--- config.mk ---
export PLATFORM = sky130hd
export DESIGN_NAME = pes_ctrl
export DESIGN_NICKNAME = d
export VERILOG_FILES = /design/src/pes_pkg.sv /design/src/pes_ctrl.sv
export SDC_FILE = /design/constraint.sdc
export NUM_CORES = 1
export LEC_CHECK = 0
export BUFFER_PORTS_ARGS = -buffer_cell sky130_fd_sc_hd__buf_4
export CORE_AREA = 5 5 42 44
export DETAILED_ROUTE_END_ITERATION = 10
export DIE_AREA = 0 0 47 49
export SYNTH_ARGS = -nofsm -noshare
export SYNTH_HDL_FRONTEND = slang
export SYNTH_SLANG_ARGS = --single-unit
--- constraint.sdc ---
create_clock -name clk_i -period 1.2 [get_ports clk_i]
set_input_delay 0.12 -clock clk_i [delete_from_list [all_inputs] [get_ports clk_i]]
set_output_delay 0.12 -clock clk_i [all_outputs]
set_load 0.01 [all_outputs]
--- src/pes_pkg.sv ---
package pes_pkg;

  localparam int unsigned MaxSources = 64;
  localparam int unsigned IdxW = $clog2(MaxSources);
  localparam int unsigned CntW = $clog2(MaxSources + 1);

  typedef enum logic [1:0] {
    MODE_CLEAR    = 2'd0,
    MODE_REGISTER = 2'd1,
    MODE_NEXT     = 2'd2,
    MODE_UNUSED   = 2'd3
  } mode_e;

  typedef enum logic [1:0] {
    STATUS_OK    = 2'd0,
    STATUS_FULL  = 2'd1,
    STATUS_EMPTY = 2'd2,
    STATUS_NONE  = 2'd3
  } status_e;

  typedef enum logic [2:0] {
    ST_IDLE,
    ST_SCAN,
    ST_LAST,
    ST_UPDATE,
    ST_OUT
  } state_e;

  // Commands from controller to datapath
  typedef struct packed {
    logic     take_in;
    logic     clear_cnt;
    logic     append;
    logic     scan_start;
    logic     scan_step;
    logic     scan_last;
    logic     update;
    logic     res_zero;
    logic     res_best;
    logic     out_load;
    status_e  status;
  } pes_cmd_t;

  // Status from datapath to controller
  typedef struct packed {
    mode_e mode;
    logic  full;
    logic  empty;
    logic  scan_done;
  } pes_sts_t;

endpackage

--- src/pes_ctrl.sv ---
module pes_ctrl (
  input  logic              clk_i,
  input  logic              rst_ni,
  input  logic              in_valid,
  output logic              in_ready,
  output logic              out_valid,
  input  logic              out_ready,
  input  pes_pkg::pes_sts_t sts_i,
  output pes_pkg::pes_cmd_t cmd_o
);
  import pes_pkg::*;

  state_e state_q, state_d;
  logic   busy_q, busy_d;
  logic   ovld_q;
  logic   fin;

  // Next state
  always_comb begin
    state_d = state_q;
    unique case (state_q)
      ST_IDLE:   if (in_valid && in_ready) state_d = ST_OUT;
      ST_OUT:    begin
        if (busy_q && sts_i.mode == MODE_NEXT && !sts_i.empty) state_d = ST_SCAN;
        else state_d = ST_IDLE;
      end
      ST_SCAN:   if (sts_i.scan_done) state_d = ST_LAST;
      ST_LAST:   state_d = ST_UPDATE;
      ST_UPDATE: state_d = ST_IDLE;
      default:   state_d = ST_IDLE;
    endcase
  end

  // Outputs; ST_OUT decodes the captured item
  always_comb begin
    cmd_o = '0;
    cmd_o.status = STATUS_OK;
    fin   = 1'b0;
    unique case (state_q)
      ST_IDLE: cmd_o.take_in = in_valid && in_ready;
      ST_OUT: begin
        unique case (sts_i.mode)
          MODE_CLEAR: begin
            cmd_o.clear_cnt = 1'b1;
            fin = 1'b1;
          end
          MODE_REGISTER: begin
            cmd_o.append = !sts_i.full;
            cmd_o.status = sts_i.full ? STATUS_FULL : STATUS_OK;
            fin = 1'b1;
          end
          MODE_NEXT: begin
            if (sts_i.empty) begin
              cmd_o.status = STATUS_EMPTY;
              fin = 1'b1;
            end else begin
              cmd_o.scan_start = 1'b1;
            end
          end
          default: fin = 1'b1;
        endcase
        cmd_o.res_zero = fin;
        cmd_o.out_load = fin;
      end
      ST_SCAN: cmd_o.scan_step = !sts_i.scan_done;
      ST_LAST: cmd_o.scan_last = 1'b1;
      ST_UPDATE: begin
        cmd_o.update   = 1'b1;
        cmd_o.res_best = 1'b1;
        cmd_o.out_load = 1'b1;
        fin = 1'b1;
      end
      default: ;
    endcase
  end

  assign busy_d = (state_q == ST_IDLE) ? (in_valid && in_ready) : 1'b0;

  // Result held until taken; next item waits for the output slot
  assign in_ready  = (state_q == ST_IDLE) && !(ovld_q && !out_ready);
  assign out_valid = ovld_q;

  always_ff @(posedge clk_i or negedge rst_ni) begin
    if (!rst_ni) begin
      state_q <= ST_IDLE;
      busy_q  <= 1'b0;
      ovld_q  <= 1'b0;
    end else begin
      state_q <= state_d;
      busy_q  <= busy_d;
      if (cmd_o.out_load) ovld_q <= 1'b1;
      else if (out_ready) ovld_q <= 1'b0;
    end
  end

  assert property (@(posedge clk_i) disable iff (!rst_ni)
    cmd_o.out_load |-> (!ovld_q || out_ready))
    else $error("result overwritten before transfer");
  assert property (@(posedge clk_i) disable iff (!rst_ni)
    (state_q == ST_UPDATE) |=> (state_q == ST_IDLE))
    else $error("update not followed by idle");
  assert property (@(posedge clk_i) disable iff (!rst_ni)
    (in_valid && in_ready) |=> (state_q == ST_OUT))
    else $error("accepted item not decoded");

endmodule
---- After elaboration in Yosys (flattened, before gate mapping) ----
Index checks and enable logic that the tools add are counted.
word-level totals
  register bits after elaboration ......... 5
  word-level logic and storage cells ...... 48
cells by class
  eq/ne operators ......................... 8
  muxes and demuxes ....................... 23
  reductions and logical operators ........ 14
operators with widths
  operator            number
  $mux 1              15
  $pmux 3 s4          1
  $mux 3              3
  $eq 3x2->1 const B  2
  $logic_and 1x1->1   5
  $logic_not 1->1     5
  $mux 2              2
  $ne 2x2->1 const B  2
  $pmux 2 s2          1
  $eq 3x1->1 const B  1
  $eq 3x3->1 const B  1
  $logic_not 3->1     1
  $eq 2x1->1 const B  1
  $eq 2x2->1 const B  1
  $logic_not 2->1     1
  $pmux 1 s2          1
  $reduce_and 2->1    1
  $reduce_bool 2->1   1

---- Longest topological paths before layout ----
  depth in word-level cells ............... 7
  depth in mapped cells ................... 4
  depth with buffers taken out ............ 4

---- Least setup slack after synthesis ----
OpenSTA, ideal clock, no wires.
  kind .................................... register to register
  start point ............................. register state_q[1]
  end point ............................... register state_q[0]
  setup time .............................. 0.069 ns
  arrival time ............................ 1.206 ns
  setup slack ............................. -0.075 ns
  stages on the path, launching flop included .. 3
  buffers on the path ..................... 0
  cells stage by stage .................... dfrtp_1 nor4b_1 a311o_1
between the ends
  longest elaborated chain between the ends .. 5
  elaborated cells between the ends (all ways) .. 10
  those cells by class .................... eq/ne: 5; mux: 1; reduce/logical: 4
ends and longest elaborated chain
  element                     RTL line                        source
  start, declared             pes_ctrl.sv:13                  state_e state_q, state_d;
  start signal, assigned      pes_ctrl.sv:89                  state_q <= state_d;
  $logic_not 3->1             pes_ctrl.sv:21, pes_ctrl.sv:80
  $logic_and 1x1->1           pes_ctrl.sv:80                  assign in_ready = (state_q == ST_IDLE) && !(ovld_q && !out_ready);
  $logic_and 1x1->1           pes_ctrl.sv:22                  ST_IDLE: if (in_valid && in_ready) state_d = ST_OUT;
  $ne 2x2->1 (no line)        -
  $reduce_and 2->1 (no line)  -
Parallel ways exist; a longest one is shown, timed or not.
A chain may end at the register's enable or synchronous reset.

==> reports/summary.md <==
- status: finished, violations left
- violated checks: negative setup slack
- #FFs+latches synth: 5
- initial detailed-routing violation count: 3
- total power density per cell area: 2020 mW/mm^2
- largest buffer count on any clock path: 2
- post-synth cell types: 21
- Non-Filler Cell Area, Final: 771 um^2
- unrepaired setup endpoints after global routing: true
- ANT nets after route: 0
- maximum number of pins on one net before global-route repair: 8
- Static Leakage: 0.391 nW
- clock tree from TritonCTS: built
- wire length of the first global-routing pass: 1.97 mm
- DRC violations left: 0
- aggregate global-route resource usage: 11.7%
- number of pins exceeding their max-slew limit in the final report: 0
- via count of the first global-routing pass: 460
- top achievable clock speed: 663 MHz
- critical path data arrival time: 1.39 ns
- cells traversed along the worst timing path: or3b_4, nor3b_4, buf_4
- Final Cycle Share: 126%
- Relative slew margins: 77.9%
- antenna violations before repair: 0
- Bufs and invs on worst path: 1
- Synth top area share: 32.3%
- starting density of the core: 27.7%
- number of input and output port buffers inserted: 22
- Crit. End Element: primary output
- Clock Latency Late Sink: 0.24 ns
- most common cell after layout, fill and taps aside: buf_4
- worst setup slack for register-to-register paths: -0.11 ns
- overall overflow remaining after global route: 0
- area of the core region: 0.00140 mm^2
- First-pass DRT Iterations: 4
- Routed WL per cell: 12.9 um
- clock period minus final worst setup slack: 1.51 ns
- DR vias/cell: 4.60
- global placer's final weighted congestion: 0.673
- ratio of cells with drive above 1 in the final layout: 68.0%
- Worst IR Drop VDD: 0.995 mV
- slew at the pin closest to its max-slew limit: 0.330 ns
- net count reported at finish: 88
- register clock-pin slew on the reported worst setup and hold paths: 0.04 ns
- CTS Root Cell: clkbuf_4
- final worst slack: -0.309 ns
- via total after detailed routing: 419
- peak per-stage delay on the critical path: 0.44 ns
- Avg Cell Area, Syn: 10.2 um^2
- Site Rows: 14
- setup violation total in the final timing report: 15
- area growth from synthesis to final layout: 98.7%
- TritonCTS Buffers: 3
- commonest non-fill, non-tap cells in the layout: buf_4, buf_6, dfrtp_1
- synthesized netlist net count: 50
- worst setup skew after layout: 0.00445 ns
- instance area at placement: 624 um^2
- Chip Width: 47 um
- height of the die: 49 um
- crit path kind: register to primary output
- top cells by area in the synthesized netlist: dfrtp_1, ha_1, and4bb_2
- number of primary I/O pins: 23
- post-synthesis sequential area ratio: 32.3%
- cell count after synthesis: 38
- Crit-path slowest cell: or3b_4
- Yosys Warn Count: 0
- cell area after synthesis: 388 um^2
- Clock Sinks: 5
- total power: 1.56 mW
- worst hold path class: input port to register
- Hold Vio Cnt, Final: 0
- number of diodes: 0
- CP required: 1.08 ns
- highest fanout seen on the critical path: 4
- max-cap check violation count: 0
- Total Routed Length: 1.17 mm
- largest area contributor in the synthesized netlist: dfrtp_1
- Clock H-tree levels: 1
- startpoint type of the worst setup path: register
- cell class contributing the biggest share of worst-path delay: simple AND/OR/NAND/NOR gates
- DIE AREA: 0.00230 mm^2
-- routing by layer --
layer	up-vias	track usage [%]	routed length (um)
met4	0	5.53	9
met5	-	0	0
met2	16	17.6	603
li1	207	-	-
met1	194	14.7	474
met3	2	3.69	86
-- area by class of cell --
cell class,count,area (um^2)
Inverter,4,15.0
Tap cell,16,20.0
Clock buffer,4,26.3
Fill cell,129,631
Multi-Input combinational cell,26,288
Timing Repair Buffer,36,295
Sequential cell,5,126
-- power breakdown --
part / internal, mW / switching, mW
logic: 0.625 / 0.439
registers: 0.242 / 0.0585
clock network: 0.126 / 0.0700
total: 0.992 / 0.568
-- synthesized netlist by cell type --
library cell,instances
nor2_1,2
nand2b_1,1
a311o_1,1
and3_1,1
nor2b_1,2
and2_1,2
or3b_4,1
buf_4,3
nor3b_1,1
nor3b_2,2
nand3b_1,2
a21oi_1,1
and4bb_2,2
o21ai_1,1
inv_1,4
and4_1,1
o221ai_2,1
ha_1,3
nor4b_1,1
dfrtp_1,5
nor4_1,1
-- sequential cells by signal, indices dropped and copies added (netlist names) --
name       count
state_q        3
busy_q         1
out_valid      1
-- worst register-to-register path, stage by stage (launching register included) --
cell      delay, ns
dfrtp_1        0.40
or3b_4         0.44
buf_4          0.16
buf_6          0.11
o221ai_2       0.13
-- metrics by stage --
stage | util, % | instances | hold slack [ns] | worst slack (ns) | TNS (ns)
floorplan | - | 38 | -0.176 | -0.0322 | -0.0623
global placement | 44.6 | 81 | -0.0780 | -0.0724 | -0.0903
detailed placement | 44.6 | 81 | -0.0766 | -0.0746 | -0.114
CTS | 54.5 | 91 | 0.107 | -0.314 | -2.94
global route | 55.0 | 91 | 0.132 | -0.366 | -3.54
finish | 55.0 | 91 | 0.132 | -0.309 | -2.57
-- kinds of logic after synthesis --
logic type               share of synthesized area (%)
AO/OA/AOI/OAI                                     9.03
adder cells (fa/ha/maj)                           9.68
buffers and inverters                             9.68
flip-flops                                        32.3
AND/OR/NAND/NOR                                   39.4
-- worst paths after layout --
check / start / endpoint / cells past startpoint
min in group asynchronous: rst_ni / state_q[2] / 2
max: state_q[0] / cmd_o[9] / 3
max in group asynchronous: rst_ni / state_q[1] / 2
min: out_ready / out_valid / 2
min reg2reg: busy_q / state_q[0] / 1
max reg2reg: state_q[0] / out_valid / 4
-- timing repair --
action,in CTS,in global routing
setup buffers,5,1
endpoints found under the setup margin,14,17
cloned,0,0
pin swaps,7,2
endpoints found under the hold margin,5,0
hold buffers,1,0
resized for setup,14,3
(Power assumes the default switching activity.)
